[src/hw/rtl/rrwl_pkg.sv]
// Package for the recursive reader/writer lock manager.
// Holds request, status and mode codes and the controller/datapath bundles.
// No dependencies.
`timescale 1ns / 1ps
`default_nettype none

package rrwl_pkg;

    localparam int KIND_W   = 2;
    localparam int STATUS_W = 3;
    localparam int MODE_W   = 2;

    // Request kinds
    localparam logic [KIND_W-1:0] KIND_READ   = 2'd0;
    localparam logic [KIND_W-1:0] KIND_WRITE  = 2'd1;
    localparam logic [KIND_W-1:0] KIND_UNLOCK = 2'd2;

    // Result status codes
    localparam logic [STATUS_W-1:0] STAT_NEW        = 3'd0;
    localparam logic [STATUS_W-1:0] STAT_RECURSIVE  = 3'd1;
    localparam logic [STATUS_W-1:0] STAT_WAIT       = 3'd2;
    localparam logic [STATUS_W-1:0] STAT_PARTIAL    = 3'd3;
    localparam logic [STATUS_W-1:0] STAT_FULL       = 3'd4;
    localparam logic [STATUS_W-1:0] STAT_NOT_HOLDER = 3'd5;
    localparam logic [STATUS_W-1:0] STAT_OVERFLOW   = 3'd6;

    // Lock modes
    localparam logic [MODE_W-1:0] MODE_FREE  = 2'd0;
    localparam logic [MODE_W-1:0] MODE_READ  = 2'd1;
    localparam logic [MODE_W-1:0] MODE_WRITE = 2'd2;

    // Controller to datapath commands
    typedef struct packed {
        logic load;     // capture the incoming request word, reset scan results
        logic rd_en;    // read one reader table entry
        logic commit;   // apply the decision and register the result word
    } t_dp_cmd;

    // Datapath to controller status
    typedef struct packed {
        logic out_busy; // result register still holds an untaken word
    } t_dp_stat;

endpackage

`default_nettype wire

[src/hw/rtl/rrwl_ram.sv]
// Generic simple dual-port RAM with registered read.
// No dependencies.
`timescale 1ns / 1ps
`default_nettype none

module rrwl_ram #(
    parameter int WIDTH = 8,
    parameter int DEPTH = 16,
    parameter int AW    = (DEPTH > 1) ? $clog2(DEPTH) : 1
) (
    input  wire logic             i_clk,
    input  wire logic             i_wr_en,
    input  wire logic [AW-1:0]    i_wr_addr,
    input  wire logic [WIDTH-1:0] i_wr_data,
    input  wire logic             i_rd_en,
    input  wire logic [AW-1:0]    i_rd_addr,
    output logic      [WIDTH-1:0] o_rd_data
);

    logic [WIDTH-1:0] r_mem [DEPTH];
    logic [WIDTH-1:0] r_rd_data;

    // Write port
    always_ff @(posedge i_clk) begin
        if (i_wr_en) begin
            r_mem[i_wr_addr] <= i_wr_data;
        end
    end

    // Registered read port
    always_ff @(posedge i_clk) begin
        if (i_rd_en) begin
            r_rd_data <= r_mem[i_rd_addr];
        end
    end

    assign o_rd_data = r_rd_data;

endmodule

`default_nettype wire

[src/hw/rtl/rrwl_dp.sv]
// Datapath of the lock manager: writer state, reader table (RAMs plus
// valid bits), scan results, decision logic and the result register.
// Depends on rrwl_pkg and rrwl_ram.
`timescale 1ns / 1ps
`default_nettype none

module rrwl_dp
    import rrwl_pkg::*;
#(
    parameter int MAX_READERS    = 16,
    parameter int REQUESTER_BITS = 8,
    parameter int COUNT_BITS     = 16,
    parameter int IDX_W          = (MAX_READERS > 1) ? $clog2(MAX_READERS) : 1
) (
    input  wire logic                      i_clk,
    input  wire logic                      i_rst_n,
    input  wire t_dp_cmd                   i_cmd,
    input  wire logic [IDX_W-1:0]          i_rd_addr,
    output t_dp_stat                       o_stat,
    input  wire logic [KIND_W-1:0]         i_kind,
    input  wire logic [REQUESTER_BITS-1:0] i_requester,
    output logic                           o_out_valid,
    input  wire logic                      i_out_ready,
    output logic      [STATUS_W-1:0]       o_status,
    output logic                           o_wake_waiters,
    output logic      [MODE_W-1:0]         o_lock_mode
);

    localparam logic [COUNT_BITS-1:0] CNT_ONE = COUNT_BITS'(1);

    // Request word
    logic [KIND_W-1:0]         r_kind;
    logic [REQUESTER_BITS-1:0] r_who;

    // Lock state
    logic                      r_wr_held, n_wr_held;
    logic [REQUESTER_BITS-1:0] r_wr_owner, n_wr_owner;
    logic [COUNT_BITS-1:0]     r_wr_depth, n_wr_depth;
    logic [MAX_READERS-1:0]    r_slot_vld, n_slot_vld;
    logic                      r_waiting, n_waiting;

    // Scan pipeline and results
    logic                  r_chk_en;
    logic [IDX_W-1:0]      r_chk_idx;
    logic                  r_hit_fnd;
    logic [IDX_W-1:0]      r_hit_idx;
    logic [COUNT_BITS-1:0] r_hit_cnt;
    logic                  r_free_fnd;
    logic [IDX_W-1:0]      r_free_idx;

    // Result register
    logic                r_out_vld;
    logic [STATUS_W-1:0] r_out_status, n_status;
    logic                r_out_wake, n_wake;
    logic [MODE_W-1:0]   r_out_mode, n_mode;

    // Table write port
    logic                      w_tbl_we;
    logic                      w_id_we;
    logic [IDX_W-1:0]          w_tbl_addr;
    logic [COUNT_BITS-1:0]     w_cnt_wdata;
    logic [REQUESTER_BITS-1:0] w_id_rdata;
    logic [COUNT_BITS-1:0]     w_cnt_rdata;
    logic                      w_any_rd;
    logic [MAX_READERS-1:0]    w_left_vld;

    rrwl_ram #(
        .WIDTH (REQUESTER_BITS),
        .DEPTH (MAX_READERS)
    ) u_id_ram (
        .i_clk     (i_clk),
        .i_wr_en   (w_id_we),
        .i_wr_addr (w_tbl_addr),
        .i_wr_data (r_who),
        .i_rd_en   (i_cmd.rd_en),
        .i_rd_addr (i_rd_addr),
        .o_rd_data (w_id_rdata)
    );

    rrwl_ram #(
        .WIDTH (COUNT_BITS),
        .DEPTH (MAX_READERS)
    ) u_cnt_ram (
        .i_clk     (i_clk),
        .i_wr_en   (w_tbl_we),
        .i_wr_addr (w_tbl_addr),
        .i_wr_data (w_cnt_wdata),
        .i_rd_en   (i_cmd.rd_en),
        .i_rd_addr (i_rd_addr),
        .o_rd_data (w_cnt_rdata)
    );

    assign w_any_rd = |r_slot_vld;

    // Readers left once the hit slot is dropped
    always_comb begin
        w_left_vld            = r_slot_vld;
        w_left_vld[r_hit_idx] = 1'b0;
    end

    // Decide the result and the next lock state
    always_comb begin
        n_wr_held   = r_wr_held;
        n_wr_owner  = r_wr_owner;
        n_wr_depth  = r_wr_depth;
        n_slot_vld  = r_slot_vld;
        n_waiting   = r_waiting;
        n_status    = STAT_NOT_HOLDER;
        n_wake      = 1'b0;
        w_tbl_we    = 1'b0;
        w_id_we     = 1'b0;
        w_tbl_addr  = r_hit_idx;
        w_cnt_wdata = r_hit_cnt;
        unique case (r_kind)
            KIND_READ: begin
                if (r_wr_held) begin
                    n_status  = STAT_WAIT;
                    n_waiting = 1'b1;
                end else if (r_hit_fnd) begin
                    if (r_hit_cnt == '1) begin
                        n_status = STAT_OVERFLOW;
                    end else begin
                        w_tbl_we    = 1'b1;
                        w_cnt_wdata = r_hit_cnt + CNT_ONE;
                        n_status    = STAT_RECURSIVE;
                    end
                end else if (r_free_fnd) begin
                    w_tbl_we               = 1'b1;
                    w_id_we                = 1'b1;
                    w_tbl_addr             = r_free_idx;
                    w_cnt_wdata            = CNT_ONE;
                    n_slot_vld[r_free_idx] = 1'b1;
                    n_status               = STAT_NEW;
                end else begin
                    n_status = STAT_OVERFLOW;
                end
            end
            KIND_WRITE: begin
                if (r_wr_held && r_wr_owner == r_who) begin
                    if (r_wr_depth == '1) begin
                        n_status = STAT_OVERFLOW;
                    end else begin
                        n_wr_depth = r_wr_depth + CNT_ONE;
                        n_status   = STAT_RECURSIVE;
                    end
                end else if (r_wr_held || w_any_rd) begin
                    n_status  = STAT_WAIT;
                    n_waiting = 1'b1;
                end else begin
                    n_wr_held  = 1'b1;
                    n_wr_owner = r_who;
                    n_wr_depth = CNT_ONE;
                    n_status   = STAT_NEW;
                end
            end
            KIND_UNLOCK: begin
                if (r_wr_held) begin
                    if (r_wr_owner != r_who) begin
                        n_status = STAT_NOT_HOLDER;
                    end else if (r_wr_depth > CNT_ONE) begin
                        n_wr_depth = r_wr_depth - CNT_ONE;
                        n_status   = STAT_PARTIAL;
                    end else begin
                        n_wr_held  = 1'b0;
                        n_wr_owner = '0;
                        n_wr_depth = '0;
                        n_status   = STAT_FULL;
                        n_wake     = r_waiting;
                        n_waiting  = 1'b0;
                    end
                end else if (w_any_rd) begin
                    if (!r_hit_fnd) begin
                        n_status = STAT_NOT_HOLDER;
                    end else if (r_hit_cnt > CNT_ONE) begin
                        w_tbl_we    = 1'b1;
                        w_cnt_wdata = r_hit_cnt - CNT_ONE;
                        n_status    = STAT_PARTIAL;
                    end else begin
                        n_slot_vld = w_left_vld;
                        n_status   = STAT_FULL;
                        if (w_left_vld == '0) begin
                            n_wake    = r_waiting;
                            n_waiting = 1'b0;
                        end
                    end
                end
            end
            default: begin
                n_status = STAT_NOT_HOLDER;
            end
        endcase
        if (!i_cmd.commit) begin
            w_tbl_we = 1'b0;
            w_id_we  = 1'b0;
        end
        n_mode = n_wr_held ? MODE_WRITE : ((|n_slot_vld) ? MODE_READ : MODE_FREE);
    end

    // Capture the request word
    always_ff @(posedge i_clk) begin
        if (i_cmd.load) begin
            r_kind <= i_kind;
            r_who  <= i_requester;
        end
    end

    // Track the first matching slot and the first free slot
    always_ff @(posedge i_clk) begin
        if (!i_rst_n) begin
            r_chk_en   <= 1'b0;
            r_hit_fnd  <= 1'b0;
            r_free_fnd <= 1'b0;
        end else begin
            r_chk_en <= i_cmd.rd_en;
            if (i_cmd.load) begin
                r_hit_fnd  <= 1'b0;
                r_free_fnd <= 1'b0;
            end else if (r_chk_en) begin
                if (r_slot_vld[r_chk_idx] && w_id_rdata == r_who && !r_hit_fnd) begin
                    r_hit_fnd <= 1'b1;
                end
                if (!r_slot_vld[r_chk_idx] && !r_free_fnd) begin
                    r_free_fnd <= 1'b1;
                end
            end
        end
    end

    always_ff @(posedge i_clk) begin
        r_chk_idx <= i_rd_addr;
        if (r_chk_en && r_slot_vld[r_chk_idx] && w_id_rdata == r_who && !r_hit_fnd) begin
            r_hit_idx <= r_chk_idx;
            r_hit_cnt <= w_cnt_rdata;
        end
        if (r_chk_en && !r_slot_vld[r_chk_idx] && !r_free_fnd) begin
            r_free_idx <= r_chk_idx;
        end
    end

    // Apply the decision on commit
    always_ff @(posedge i_clk) begin
        if (!i_rst_n) begin
            r_wr_held  <= 1'b0;
            r_wr_owner <= '0;
            r_wr_depth <= '0;
            r_slot_vld <= '0;
            r_waiting  <= 1'b0;
        end else if (i_cmd.commit) begin
            r_wr_held  <= n_wr_held;
            r_wr_owner <= n_wr_owner;
            r_wr_depth <= n_wr_depth;
            r_slot_vld <= n_slot_vld;
            r_waiting  <= n_waiting;
        end
    end

    // Hold the result word until taken
    always_ff @(posedge i_clk) begin
        if (!i_rst_n) begin
            r_out_vld <= 1'b0;
        end else if (i_cmd.commit) begin
            r_out_vld <= 1'b1;
        end else if (i_out_ready) begin
            r_out_vld <= 1'b0;
        end
    end

    always_ff @(posedge i_clk) begin
        if (i_cmd.commit) begin
            r_out_status <= n_status;
            r_out_wake   <= n_wake;
            r_out_mode   <= n_mode;
        end
    end

    assign o_stat.out_busy = r_out_vld && !i_out_ready;
    assign o_out_valid     = r_out_vld;
    assign o_status        = r_out_status;
    assign o_wake_waiters  = r_out_wake;
    assign o_lock_mode     = r_out_mode;

endmodule

`default_nettype wire

[config.mk]
export PLATFORM = sky130hd
export DESIGN_NAME = rrwl_dp
export DESIGN_NICKNAME = d
export VERILOG_FILES = /design/src/hw/rtl/rrwl_pkg.sv /design/src/hw/rtl/rrwl_ram.sv /design/src/hw/rtl/rrwl_dp.sv
export SDC_FILE = /design/constraint.sdc
export NUM_CORES = 1
export LEC_CHECK = 0
export BUFFER_PORTS_ARGS = -buffer_cell sky130_fd_sc_hd__buf_2
export CELL_PAD_IN_SITES_DETAIL_PLACEMENT = 1
export CELL_PAD_IN_SITES_GLOBAL_PLACEMENT = 1
export CORE_ASPECT_RATIO = 0.6
export CORE_UTILIZATION = 45
export DETAILED_ROUTE_END_ITERATION = 7
export GPL_ROUTABILITY_DRIVEN = 0
export PLACE_DENSITY = 0.74
export SYNTH_ARGS = -nofsm -noshare
export SYNTH_HDL_FRONTEND = slang
export SYNTH_HIERARCHICAL = 1
export SYNTH_SLANG_ARGS = --single-unit
[constraint.sdc]
create_clock -name i_clk -period 10.1 [get_ports i_clk]
set_input_delay 1.01 -clock i_clk [delete_from_list [all_inputs] [get_ports i_clk]]
set_output_delay 1.01 -clock i_clk [all_outputs]
set_load 0.01 [all_outputs]
==> summary.md <==
| Metric | Value |
|---|---|
| Layout area overhead | 11.3% |
| Power, Total | 0.00449 W |
| Worst Tran Pin Value | 1380 ps |
| Vias per cell | 6.48 |
| GRT overflow | 0 |
| Setup Crit Path Kind | flip-flop to flip-flop |
| Clock Path Buffers | 3 |
| H-tree depth | 2 |
| Critical Path RT | 10290 ps |
| Synth Warn # | 6 |
| Syn_nets | 1410 |
| Die area | 48700 um^2 |
| Root buf cell | clkbuf_16 |
| Cts repair resizes | 0 |
| Clock-pin slew on the worst setup and hold paths | 70 ps |
| Critical path fanouts, max | 22 |
| DRC | 0 |
| Post-CTS Setup Bufs | 0 |
| CTS Sinks | 498 |
| Detail Route Antenna Nets | 0 |
| Hold WC Path Type | flip-flop to flip-flop |
| Count of different cell masters after synthesis | 79 |
| TritonCTS buffer count | 46 |
| Die H | 171 um |
| Worst-Skew Late Latency | 600 ps |
| Status | finished clean |
| Static Leak | 7.67 nW |
| Max-slew violation count | 0 |
| Detail Placement HPWL | 38500 um |
| Final Hold Vio Count | 0 |
| DR iter-0 viols | 1480 |
| Pwr dens | 187 nW/um^2 |
| Cts hold-fix bufs | 0 |
| Vias in the first global route | 13000 |
| Die Width | 284 um |
| Gate Count Post-Synth | 1380 |
| VDD IR-drop max | 0.107 mV |
| Antenna Cells | 0 |
| Syn Std Cell Area | 21500 um^2 |
| Syn_area_per_cell | 15.6 um^2 |
| Starting Density | 0.461 |
| Worst setup EP type | flip-flop |
| Clock skew after layout | 35.2 ps |
| CTS tree | yes |
| Layout cells sized above 1 | 0.175 |
| # setup viols final | 0 |
| Critical path launch point type | flip-flop |
| Fraction of registers with async set/reset | 0 |
| Max_cap viols | 0 |
| Initial antenna violation count | 1 |
| Layout Nets | 1430 |
| Largest net degree at the start of global routing | 58 |
| Fmax achieved | 219 MHz |
| Routed length per placed instance | 28.3 um |
| Post-synth EDFFs | 448 |
| First-pass GRT wire length | 87100 um |
| Setup TNS | 0 ps |
| Total core area | 46700 um^2 |
| Worst path arrival time | 4760 ps |
| R2R setup slack | 5530 ps |
| Yosys reg bits | 498 |
| DR vias | 13400 |
| TritonRoute pass-1 iters | 5 |
| Post-layout minimum cycle time | 4570 ps |
| GRT Total Usage | 0.241 |
| Rel. slew slack | 0.0719 |
| Tcrit/Tclk final | 0.453 |
| Seq/Total Area, Yosys | 0.672 |
| I/O pins | 28 |
| Synth Flop Type | edfxtp_1 |
| IO Port Bufs | 27 |
| Total wire length | 58500 um |
| RSZ-0062 raised after global routing | no |
| Row count | 61 |
## report_power, final
group          switching (W)  internal, W  total, W
combinational       0.000173    0.0000978  0.000271
clock               0.000797      0.00111   0.00191
sequential         0.0000356      0.00227   0.00231
## metal layers
layer | global-route usage | vias to the layer above | share of wire
li1 | - | 5593 | -
met5 | 0 | - | 0
met1 | 0.385 | 7064 | 0.47
met4 | 0.0388 | 0 | 0.013
met2 | 0.342 | 666 | 0.42
met3 | 0.0464 | 69 | 0.093
## path summary, 6_finish.rpt
check / endpoint / cells past startpoint / start
max: u_id_ram/r_mem[0][0]$_DFFE_PP_ / 7 / r_kind[0]$_DFFE_PP_
min: r_hit_cnt[1]$_DFFE_PP_ / 0 / u_cnt_ram/o_rd_data[1]$_DFFE_PP_
max reg2reg: u_id_ram/r_mem[0][0]$_DFFE_PP_ / 7 / r_kind[0]$_DFFE_PP_
min reg2reg: r_hit_cnt[1]$_DFFE_PP_ / 0 / u_cnt_ram/o_rd_data[1]$_DFFE_PP_
## Yosys cell counts (7+ instances only)
cell type | number | area [um^2]
nand3b_1 | 8 | 60.1
nor2b_1 | 13 | 81.3
xor2_1 | 8 | 70.1
mux4_1 | 24 | 631
ha_1 | 10 | 125
mux4_2 | 77 | 1730
o21a_1 | 10 | 75.1
a311oi_1 | 7 | 61.3
xnor2_1 | 17 | 149
a21oi_1 | 37 | 185
o32ai_1 | 8 | 70.1
nand2b_1 | 14 | 87.6
or2_2 | 8 | 50.1
a31oi_1 | 8 | 50.1
inv_1 | 22 | 82.6
o22ai_1 | 8 | 50.1
nand4_1 | 17 | 106
o21ai_0 | 39 | 195
and2_1 | 14 | 87.6
a22oi_1 | 55 | 413
nand2_1 | 89 | 334
nor2_1 | 100 | 375
nand3_1 | 31 | 155
nor4_1 | 19 | 119
mux2i_1 | 11 | 110
nor3_1 | 37 | 185
dfxtp_1 | 50 | 1000
o31ai_1 | 10 | 75.1
buf_6 | 9 | 101
edfxtp_1 | 448 | 13500
buf_2 | 10 | 50.1
clkbuf_1 | 45 | 169
and3_1 | 9 | 56.3
## critical path: stages (launching register included)
cell	delay, ps
edfxtp_1	420
inv_1	100
ha_1	730
nand2_1	450
nor2_1	410
mux2_2	460
or3b_2	550
nor3_1	1060
## final cells by class
class	instances	area (um^2)
sequential	498	14500
clock inverter	26	405
tap	630	788
inverter	22	82.6
fill	4463	22800
multi-input combinational	783	6670
timing repair buffer	49	309
clock buffer	59	1240
## registers in the layout (all words and copies together) (netlist names), 2 cells and up
name                 count
r_hit_cnt               16
r_wr_owner               8
u_cnt_ram/r_mem        256
r_free_idx               4
r_wr_depth              16
r_slot_vld              16
r_hit_idx                4
u_id_ram/r_mem         128
r_kind                   2
o_lock_mode              2
r_chk_idx                4
o_status                 3
u_cnt_ram/o_rd_data     16
u_id_ram/o_rd_data       8
r_who                    8
## per-stage QoR
step / hold slack, ps / cell area [um^2] / instances / setup slack (ps) / util
floorplan: 400 / 21500 / 1380 / 6270 / -
global placement: 404 / 22300 / 1982 / 5850 / 0.477
detailed placement: 406 / 22300 / 1982 / 5650 / 0.477
CTS: 427 / 23900 / 2067 / 5610 / 0.513
global route: 445 / 23900 / 2067 / 5360 / 0.513
finish: 427 / 23900 / 2067 / 5530 / 0.513
## cell usage in the layout (no fill, tap or decap), types with 11 or more instances in the layout
cell / Yosys / final
a21oi_1: 37 / 37
a22oi_1: 55 / 55
and2_1: 14 / 14
buf_2: 10 / 25
buf_4: 5 / 23
clkbuf_1: 45 / 11
clkbuf_16: 0 / 48
dfxtp_1: 50 / 50
edfxtp_1: 448 / 448
inv_1: 22 / 22
mux2i_1: 11 / 11
mux4_1: 24 / 24
mux4_2: 77 / 77
nand2_1: 89 / 89
nand2b_1: 14 / 14
nand3_1: 31 / 31
nand4_1: 17 / 17
nor2_1: 100 / 88
nor2_2: 0 / 12
nor2b_1: 13 / 13
nor3_1: 37 / 32
nor4_1: 19 / 18
o21ai_0: 39 / 38
xnor2_1: 17 / 17
## kinds of logic after synthesis
family	Yosys count	share of synthesized area
multiplexers	118	0.118
AND/OR/NAND/NOR	389	0.0921
flip-flops	498	0.672
buffers and inverters	99	0.0227
AO/OA/AOI/OAI	241	0.0792
XOR/XNOR	25	0.0102
adder cells (fa/ha/maj)	10	0.00582
(Power assumes the default switching activity.)
