$ cat config.mk
export PLATFORM = sky130hd
export DESIGN_NAME = rrwl_ctrl
export DESIGN_NICKNAME = d
export VERILOG_FILES = /design/src/hw/rtl/rrwl_pkg.sv /design/src/hw/rtl/rrwl_ctrl.sv
export SDC_FILE = /design/constraint.sdc
export NUM_CORES = 1
export LEC_CHECK = 0
export ABC_AREA = 0
export BUFFER_PORTS_ARGS = -buffer_cell sky130_fd_sc_hd__buf_2
export CAP_MARGIN = 5
export CORE_AREA = 10 10 47 49
export CTS_CLUSTER_DIAMETER = 150
export DETAILED_ROUTE_END_ITERATION = 7
export DIE_AREA = 0 0 57 59
export PLACE_DENSITY_LB_ADDON = 0.05
export SKIP_CTS_REPAIR_TIMING = 1
export SLEW_MARGIN = 0
export SYNTH_ARGS = -nofsm -noshare
export SYNTH_HDL_FRONTEND = slang
export SYNTH_SLANG_ARGS = --single-unit
$ cat constraint.sdc
create_clock -name i_clk -period 2.2 [get_ports i_clk]
set_input_delay 0.55 -clock i_clk [delete_from_list [all_inputs] [get_ports i_clk]]
set_output_delay 0.55 -clock i_clk [all_outputs]
set_load 0.05 [all_outputs]
$ cat src/hw/rtl/rrwl_pkg.sv
// Package for the recursive reader/writer lock manager.
// Holds request, status and mode codes and the controller/datapath bundles.
// No dependencies.
`timescale 1ns / 1ps
`default_nettype none

package rrwl_pkg;

    localparam int KIND_W   = 2;
    localparam int STATUS_W = 3;
    localparam int MODE_W   = 2;

    // Request kinds
    localparam logic [KIND_W-1:0] KIND_READ   = 2'd0;
    localparam logic [KIND_W-1:0] KIND_WRITE  = 2'd1;
    localparam logic [KIND_W-1:0] KIND_UNLOCK = 2'd2;

    // Result status codes
    localparam logic [STATUS_W-1:0] STAT_NEW        = 3'd0;
    localparam logic [STATUS_W-1:0] STAT_RECURSIVE  = 3'd1;
    localparam logic [STATUS_W-1:0] STAT_WAIT       = 3'd2;
    localparam logic [STATUS_W-1:0] STAT_PARTIAL    = 3'd3;
    localparam logic [STATUS_W-1:0] STAT_FULL       = 3'd4;
    localparam logic [STATUS_W-1:0] STAT_NOT_HOLDER = 3'd5;
    localparam logic [STATUS_W-1:0] STAT_OVERFLOW   = 3'd6;

    // Lock modes
    localparam logic [MODE_W-1:0] MODE_FREE  = 2'd0;
    localparam logic [MODE_W-1:0] MODE_READ  = 2'd1;
    localparam logic [MODE_W-1:0] MODE_WRITE = 2'd2;

    // Controller to datapath commands
    typedef struct packed {
        logic load;     // capture the incoming request word, reset scan results
        logic rd_en;    // read one reader table entry
        logic commit;   // apply the decision and register the result word
    } t_dp_cmd;

    // Datapath to controller status
    typedef struct packed {
        logic out_busy; // result register still holds an untaken word
    } t_dp_stat;

endpackage

`default_nettype wire

$ cat src/hw/rtl/rrwl_ctrl.sv
// Controller of the lock manager: accepts a request word, walks the reader
// table address by address and commits the result. Depends on rrwl_pkg.
`timescale 1ns / 1ps
`default_nettype none

module rrwl_ctrl
    import rrwl_pkg::*;
#(
    parameter int MAX_READERS = 16,
    parameter int IDX_W       = (MAX_READERS > 1) ? $clog2(MAX_READERS) : 1
) (
    input  wire logic             i_clk,
    input  wire logic             i_rst_n,
    input  wire logic             i_in_valid,
    output logic                  o_in_ready,
    input  wire t_dp_stat         i_stat,
    output t_dp_cmd               o_cmd,
    output logic      [IDX_W-1:0] o_rd_addr
);

    typedef enum logic [3:0] {
        ST_IDLE   = 4'b0001,
        ST_SCAN   = 4'b0010,
        ST_DRAIN  = 4'b0100,
        ST_COMMIT = 4'b1000
    } t_ctl_state;

    localparam logic [IDX_W-1:0] LAST_IDX = IDX_W'(MAX_READERS - 1);

    t_ctl_state       r_state, n_state;
    logic [IDX_W-1:0] r_scan, n_scan;

    // Sequence one request through scan, drain and commit
    always_comb begin
        n_state      = r_state;
        n_scan       = r_scan;
        o_cmd        = '0;
        o_in_ready   = 1'b0;
        unique case (r_state)
            ST_IDLE: begin
                o_in_ready = 1'b1;
                if (i_in_valid) begin
                    o_cmd.load = 1'b1;
                    n_scan     = '0;
                    n_state    = ST_SCAN;
                end
            end
            ST_SCAN: begin
                o_cmd.rd_en = 1'b1;
                n_scan      = r_scan + 1'b1;
                if (r_scan == LAST_IDX) begin
                    n_state = ST_DRAIN;
                end
            end
            ST_DRAIN: begin
                n_state = ST_COMMIT;
            end
            ST_COMMIT: begin
                if (!i_stat.out_busy) begin
                    o_cmd.commit = 1'b1;
                    n_state      = ST_IDLE;
                end
            end
            default: begin
                n_state = ST_IDLE;
            end
        endcase
    end

    assign o_rd_addr = r_scan;

    // Hold state and scan address
    always_ff @(posedge i_clk) begin
        if (!i_rst_n) begin
            r_state <= ST_IDLE;
            r_scan  <= '0;
        end else begin
            r_state <= n_state;
            r_scan  <= n_scan;
        end
    end

endmodule

`default_nettype wire

==> reports/results.ini, run 1 <==
[finish]
nets=67
stdcell_area_um2=538
area_growth_pct=31.1
n_antenna_cell=0
n_fill_cell=160
drive_above_1_share=0.383

[timing]
fmax_mhz=475
finalCriticalPeriod_ps=2110
fin_skew_ps=0.243
maxSlewViolCount=0
final.setup.tns_ps=0
relSlewSlack=0.750
tightest_slew_ps=370
hold_viol_final=0
whs_ps=466
finalSetupViolCount=0
fin_crit_sh=0.958
rsz0062_at_grt=no

[floorplan]
die_area_mm2=0.00336
start_util=0.293
die-width_um=57
io_pins=12
coreArea_mm2=0.00140
rows=14
die_h_um=59

[place]
hpwl_um=825
io_buffers=11
place_area_um2=490
gp_congestion=0.757

[critical_path]
path_max_fanout=6
worst-setup-path-type=flip-flop to primary output
endpoint_kind=primary output
worstPathRequired_ps=1650
cp.arrival_ps=1560
cp-start-kind=flip-flop

[logic_synthesis]
yosysUniqueCellTypes=27
synth_area_um2=410
synth_edf_count=0
syn_inst=46
yosysSeqAreaShare=0.390
syn-num-nets=51
async_flop_share=0
ys_warn_count=0
synth_area_per_cell_um2=8.92
synth-seq-cells=8
synth_top_flop_cell=dfxtp_1

[clock_network]
h-tree-depth=1
insertion_delay_ps=250
numCtsBuffers=3
clkTransAtPathRegs_ps=50
cts_tree=done
root_buffer=clkbuf_4
clockBufferDepth=2
cts_sinks=8

[routing]
dr.pass1.iters=4
drt-wirelength-per-cell_um=14.0
drc=0
drt_iter0_markers=6
viasPerCell=5.38
dr_total_vias=409
routed_wl_mm=1.06
ant_nets=0

[worst_hold_path]
hp-class=flip-flop to flip-flop

[pwr]
p_leak_uw=0.000246
power_uw=345
powerDensity_mw_per_mm2=641
ir_drop_uv=324

[global_routing]
grt_pass1_vias=450
grt_max_degree=9
antenna_found_initial=0
grt_pass1_wl_mm=1.88
gr-total-overflow=0
track_usage=0.0679

[job]
cap_violations=0

[status]
status=finished clean

-- cell usage after synthesis, types with 2 or more instances --
cell / instances / area [um^2]
a21oi_1: 2 / 10.0
dfxtp_1: 8 / 160
inv_1: 5 / 18.8
nand2_1: 2 / 7.51
nand3_1: 2 / 10.0
nor2b_1: 2 / 12.5
nor3_1: 2 / 10.0
o21ai_0: 4 / 20.0
-- cell type report --
class                      instances  area, um^2  area share
clock buffer                       3        22.5      0.0419
inverter                           5        18.8      0.0349
multi-input combinational         32         238       0.442
sequential                         8         161       0.300
tap                               16        20.0      0.0372
timing repair buffer              12        77.6       0.144
-- cells in the final DEF, fill, tap and decap left out --
cell,Yosys,final
buf_2,0,8
nor4_1,1,1
or3_1,1,1
ha_1,1,1
a31o_2,1,1
inv_1,5,4
nand2_1,2,2
and3b_1,1,1
nand3_1,2,2
a21oi_1,2,2
clkbuf_4,0,4
o311ai_0,1,1
nor4b_1,1,1
buf_4,0,1
or4b_4,0,1
a211oi_2,1,1
nor2b_1,2,2
a211oi_1,1,1
a21o_2,1,1
inv_2,0,1
a22oi_1,1,1
nor2_4,0,1
a21o_1,1,1
o211ai_1,1,1
mux2_2,1,1
dfxtp_1,8,7
nor3_1,2,2
or4b_1,1,1
o21ai_0,4,4
buf_6,0,2
o211a_1,1,1
dfxtp_2,0,1
-- routing by layer --
metal / GRT usage / share of wire / vias up
li1: - / - / 203
met1: 0.0738 / 0.45 / 189
met2: 0.101 / 0.44 / 15
met3: 0.0322 / 0.11 / 2
met4: 0.0503 / 0.0075 / 0
met5: 0 / 0 / -
-- critical path, cell delays in order (launching register included) --
cell and delay [ps]:
dfxtp_1 350, or4b_1 560, inv_1 150, clkbuf_4 250
-- worst paths after layout --
kind | slack [ps] | to | cells past startpoint | start
setup / recovery | 90 | o_cmd[1] | 3 | r_state[2]
hold / removal | 470 | r_state[3] | 1 | r_state[0]
setup reg to reg | 470 | o_rd_addr[3] | 4 | r_state[2]
hold reg to reg | 470 | r_state[3] | 1 | r_state[0]
-- cells by family (layout without fill, tap and decap cells) --
| group | count (synthesis) | after routing | synth area share |
|---|---|---|---|
| adders and majority gates | 1 | 1 | 0.0305 |
| and+or+nand+nor | 15 | 15 | 0.229 |
| AOI/OAI and AO/OA | 15 | 15 | 0.265 |
| muxes | 1 | 1 | 0.0274 |
| DFF | 8 | 8 | 0.390 |
| buffers and inverters | 6 | 20 | 0.0579 |
-- through the flow --
step	setup WS [ps]	utilization	cells
floorplan	143	-	46
global placement	187	0.350	73
detailed placement	164	0.350	73
CTS	-114	0.366	76
global route	24.0	0.384	76
finish	93.0	0.384	76
-- registers in the layout, summed over array words and instances, names as in the netlist --
signal and cells:
r_state 4, o_rd_addr 4
-- where the power goes --
part | switching, uW | internal, uW | total (uW)
Sequential | 5.80 | 150 | 156
Combinational | 51.4 | 29.9 | 81.3
Clock | 45.5 | 62.1 | 108
Total | 103 | 242 | 345
Power figures use the tool's default switching activity.
==> run 2: changes to the inputs <==
--- a/config.mk
+++ b/config.mk
@@ -6,12 +6,12 @@
 export NUM_CORES = 1
 export LEC_CHECK = 0
 export ABC_AREA = 0
-export BUFFER_PORTS_ARGS = -buffer_cell sky130_fd_sc_hd__buf_2
 export CAP_MARGIN = 5
 export CORE_AREA = 10 10 47 49
 export CTS_CLUSTER_DIAMETER = 150
 export DETAILED_ROUTE_END_ITERATION = 7
 export DIE_AREA = 0 0 57 59
+export DONT_BUFFER_PORTS = 1
 export PLACE_DENSITY_LB_ADDON = 0.05
 export SKIP_CTS_REPAIR_TIMING = 1
 export SLEW_MARGIN = 0
==> constraint.sdc (replaced) <==
create_clock -name i_clk -period 1.9 [get_ports i_clk]
set_input_delay 0.475 -clock i_clk [delete_from_list [all_inputs] [get_ports i_clk]]
set_output_delay 0.475 -clock i_clk [all_outputs]
set_load 0.05 [all_outputs]
==> run 2 against run 1 <==
Global-route usage about the same; critical endpoint is now o_cmd[2]; final area increased by 8.1%; clock skew increased by 0.65 ps; routed wire length increased by 7.1%; combinational power increased by 28%; register-to-register slack got worse by 240 ps; setup slack got worse by 130 ps; the flow now finishes with violations (setup timing); critical path type unchanged; worst hold slack got worse by 150 ps; sequential cell count unchanged.
==> reports/results.ini, run 2 (synthesized netlist as in run 1, its figures left out) <==
[place]
hpwl_um=904  ; was 825 um
gp_congestion=0.699  ; was 0.757
io_buffers=0  ; was 11
dp_slack_ps=37.0  ; was 164 ps
dp.cells=69  ; was 73

[timing]
fmax_mhz=515
relSlewSlack=0.617  ; was 0.750
fin_crit_sh=1.02
maxSlewViolCount=0  ; unchanged
hold_viol_final=0  ; unchanged
finalWorstSetupSlack_ps=-41.8  ; was 93.0 ps
tightest_slew_ps=574  ; was 370 ps
fin_skew_ps=0.892  ; was 0.243 ps
finalCriticalPeriod_ps=1940
whs_ps=318  ; was 466 ps
rsz0062_at_grt=yes  ; was no
finalSetupViolCount=4  ; was 0
final.setup.tns_ps=-82.2  ; was 0 ps

[critical_path]
path_max_fanout=4  ; was 6
cp.arrival_ps=1470  ; was 1560 ps
endpoint_kind=primary output  ; unchanged
cp-start-kind=flip-flop  ; unchanged
worst-setup-path-type=flip-flop to primary output  ; unchanged
worstPathRequired_ps=1420  ; was 1650 ps

[clock_network]
cts_tree=done  ; unchanged
h-tree-depth=1  ; unchanged
root_buffer=clkbuf_4  ; unchanged
clkTransAtPathRegs_ps=50  ; about the same
cts_sinks=8  ; unchanged
insertion_delay_ps=250  ; about the same
numCtsBuffers=3  ; unchanged
clockBufferDepth=2  ; unchanged

[global_routing]
grt_max_degree=9  ; unchanged
track_usage=0.0680  ; was 0.0679
gr-total-overflow=0  ; unchanged
grt_pass1_vias=410  ; was 450
antenna_found_initial=0  ; unchanged
grt_pass1_wl_mm=1.81  ; was 1.88 mm

[finish]
drive_above_1_share=0.439  ; was 0.383
n_antenna_cell=0  ; unchanged
area_growth_pct=41.8  ; was 31.1%
layout.cells.non_filler=73  ; was 76
final_cell_mix=dfxtp_1 (5), buf_4 (5), o21ai_0 (4)  ; was buf_2 (8), dfxtp_1 (7), inv_1 (4), o21ai_0 (4), clkbuf_4 (4)
nets=64  ; was 67
n_fill_cell=154  ; was 160

[floorplan]
die_area_mm2=0.00336  ; unchanged
start_util=0.293  ; unchanged
die-width_um=57  ; unchanged
rows=14  ; unchanged
die_h_um=59  ; unchanged
coreArea_mm2=0.00140  ; unchanged
io_pins=12  ; unchanged

[status]
status=finished, violations left  ; was finished clean
violations=setup timing

[routing]
routed_wl_mm=1.14  ; was 1.06 mm
drt-wirelength-per-cell_um=15.6  ; was 14.0 um
dr_total_vias=408  ; was 409
dr.pass1.iters=4  ; unchanged
viasPerCell=5.59  ; was 5.38
drc=0  ; unchanged
drt_iter0_markers=9  ; was 6
ant_nets=0  ; unchanged

[pwr]
powerDensity_mw_per_mm2=700  ; was 641 mW/mm^2
p_leak_uw=0.000239  ; was 0.000246 uW
ir_drop_uv=361  ; was 324 uV

[job]
cap_violations=0  ; unchanged

[worst_hold_path]
hp-class=primary input to flip-flop  ; was flip-flop to flip-flop

run 2: area by class of cell:
class,count,area (um^2),area share
multi-input cells,32,248,0.426
well taps,16,20.0,0.0344
inverters,5,25.0,0.0430
clock buffers,3,22.5,0.0387
repair buffers,9,100,0.172
flip-flops and latches,8,166,0.286
run 2: per-stage QoR:
stage,power [uW],cell area [um^2],utilization
after floorplan,246,422,-
after global placement,277,522,0.372
after detailed placement,279,522,0.372
after CTS,408,544,0.388
after global routing,430,582,0.415
final,408,582,0.415
run 2: routing by layer:
metal / GRT usage / share of wire / vias to the layer above
met4: 0.0403 / 0.015 / 0
met3: 0.0536 / 0.15 / 2
met1: 0.0621 / 0.38 / 193
met5: 0 / 0 / -
li1: - / - / 197
met2: 0.105 / 0.46 / 16
run 2: power by group:
group	switching [uW]	internal, uW	leakage (uW)
combinational	63.3	40.4	0.000158
clock	54.7	72.1	0.0000138
sequential	4.58	172	0.0000666
run 2: worst max-delay path: stages, from the launching register on:
cell     delay (ps)
dfxtp_4         350
or4b_4          590
nor2_4          130
buf_12          150
run 2: final timing paths:
path	start	endpoint	slack, ps	depth (start not counted)
worst min register to register	r_state[1]	r_state[3]	520	2
worst min-delay path	i_stat	r_state[1]	320	1
worst max-delay path	r_state[2]	o_cmd[2]	-40	3
worst max register to register	r_state[2]	o_rd_addr[0]	230	4
==> run 3: changes to the inputs <==
==> constraint.sdc (replaced) <==
create_clock -name i_clk -period 2.2 [get_ports i_clk]
set_input_delay 0.55 -clock i_clk [delete_from_list [all_inputs] [get_ports i_clk]]
set_output_delay 0.55 -clock i_clk [all_outputs]
set_load 0.05 [all_outputs]
==> run 3 against run 2 <==
The flow now finishes without violations; die area stayed put; clock-buffer cell count stayed put; global-route usage shrank 0.30 points; critical path depth unchanged.
==> reports/results.ini, run 3 (synthesized netlist as in run 1, its figures left out) <==
[clock_network]
root_buffer=clkbuf_4  ; unchanged
insertion_delay_ps=260  ; was 250 ps
numCtsBuffers=3  ; unchanged
clkTransAtPathRegs_ps=50  ; about the same
clockBufferDepth=2  ; unchanged
cts_sinks=8  ; unchanged
h-tree-depth=1  ; unchanged
cts_tree=done  ; unchanged

[critical_path]
worst-setup-path-type=flip-flop to primary output  ; unchanged
reg2reg_depth=4  ; unchanged
r2r-start=r_state[3]  ; was r_state[2]
path_max_fanout=8  ; was 4
worstPathRequired_ps=1650  ; was 1420 ps
cp-start-kind=flip-flop  ; unchanged
cp.arrival_ps=1520  ; was 1470 ps
endpoint_kind=primary output  ; unchanged
crit_start=r_state[3]  ; was r_state[2]

[global_routing]
grt_max_degree=9  ; unchanged
grt_pass1_wl_mm=1.73  ; was 1.81 mm
gr-total-overflow=0  ; unchanged
antenna_found_initial=0  ; unchanged
grt_pass1_vias=413  ; was 410
track_usage=0.0650  ; was 0.0680

[routing]
dr_total_vias=401  ; was 408
ant_nets=0  ; unchanged
drt_iter0_markers=1  ; was 9
drt-wirelength-per-cell_um=14.7  ; was 15.6 um
routed_wl_mm=1.06  ; was 1.14 mm
dr.pass1.iters=4  ; unchanged
viasPerCell=5.57  ; was 5.59
drc=0  ; unchanged

[floorplan]
rows=14  ; unchanged
die_h_um=59  ; unchanged
coreArea_mm2=0.00140  ; unchanged
io_pins=12  ; unchanged
die-width_um=57  ; unchanged
start_util=0.293  ; unchanged
die_area_mm2=0.00336  ; unchanged

[timing]
fmax_mhz=482
finalCriticalPeriod_ps=2070
fin_crit_sh=0.943
whs_ps=396  ; was 318 ps
relSlewSlack=0.625  ; was 0.617
rsz0062_at_grt=no  ; was yes
fin_skew_ps=1.02  ; was 0.892 ps
maxSlewViolCount=0  ; unchanged
final.setup.tns_ps=0  ; was -82.2 ps
tightest_slew_ps=562  ; was 574 ps
hold_viol_final=0  ; unchanged
finalSetupViolCount=0  ; was 4

[worst_hold_path]
holdPathStages=1  ; unchanged
hp-class=primary input to flip-flop  ; unchanged
holdCritStartpoint=i_stat  ; unchanged

[status]
status=finished clean  ; was finished, violations left

[place]
io_buffers=0  ; unchanged
gp_congestion=0.692  ; was 0.699
place_area_um2=500  ; was 522 um^2
hpwl_um=856  ; was 904 um
dp.cells=69  ; unchanged

[pwr]
p_leak_uw=0.000231  ; was 0.000239 uW
ir_drop_uv=306  ; was 361 uV
powerDensity_mw_per_mm2=662  ; was 700 mW/mm^2

[finish]
nets=63  ; was 64
seqCellArea_um2=161  ; was 166 um^2
final_cell_mix=dfxtp_1 (7), buf_4 (6), inv_1 (4), o21ai_0 (4), clkbuf_4 (3)  ; was dfxtp_1 (5), buf_4 (5), o21ai_0 (4)
drive_above_1_share=0.339  ; was 0.439
layout_commonest_cell=dfxtp_1
n_fill_cell=153  ; was 154
stdcell_area_um2=532  ; was 582 um^2
area_growth_pct=29.6  ; was 41.8%
layout.cells.non_filler=72  ; was 73
n_antenna_cell=0  ; unchanged
multi_input_area_um2=233  ; was 248 um^2

[job]
cap_violations=0  ; unchanged

run 3: final timing paths:
kind / endpoint / slack [ps]
max: o_cmd[1] / 130
min: r_state[1] / 400
max reg2reg: o_rd_addr[3] / 440
min reg2reg: r_state[3] / 470
run 3: power by group:
| group | leakage (uW) | internal, uW | total [uW] | switching (uW) |
|---|---|---|---|---|
| combinational | 0.000153 | 33.4 | 82.7 | 49.3 |
| sequential | 0.0000647 | 150 | 155 | 5.21 |
| clock | 0.0000138 | 62.5 | 114 | 51.4 |
| total | 0.000231 | 246 | 352 | 106 |
run 3: routing by layer:
metal	vias up	track usage	share of wire
met5	-	0	0
met4	0	0.0537	0.030
met1	186	0.0585	0.39
met3	5	0.0536	0.17
met2	16	0.0930	0.41
li1	194	-	-
run 3: stage by stage:
step                power [uW]  worst slack, ps   util
finish                     352              126  0.379
global placement           235              269  0.357
global route               369             54.9  0.379
detailed placement         236              263  0.357
floorplan                  208              143      -
CTS                        348            -13.6  0.373
run 3: layout make-up:
class | count | share of cell area
clock buffer | 3 | 0.0424
timing repair buffer | 8 | 0.144
multi-input combinational | 32 | 0.438
tap | 16 | 0.0376
inverter | 5 | 0.0353
sequential | 8 | 0.304
run 3: worst max-delay path, cell delays in order (launching register included):
cell	delay, ps
dfxtp_1	370
or4b_1	580
inv_1	100
buf_4	220
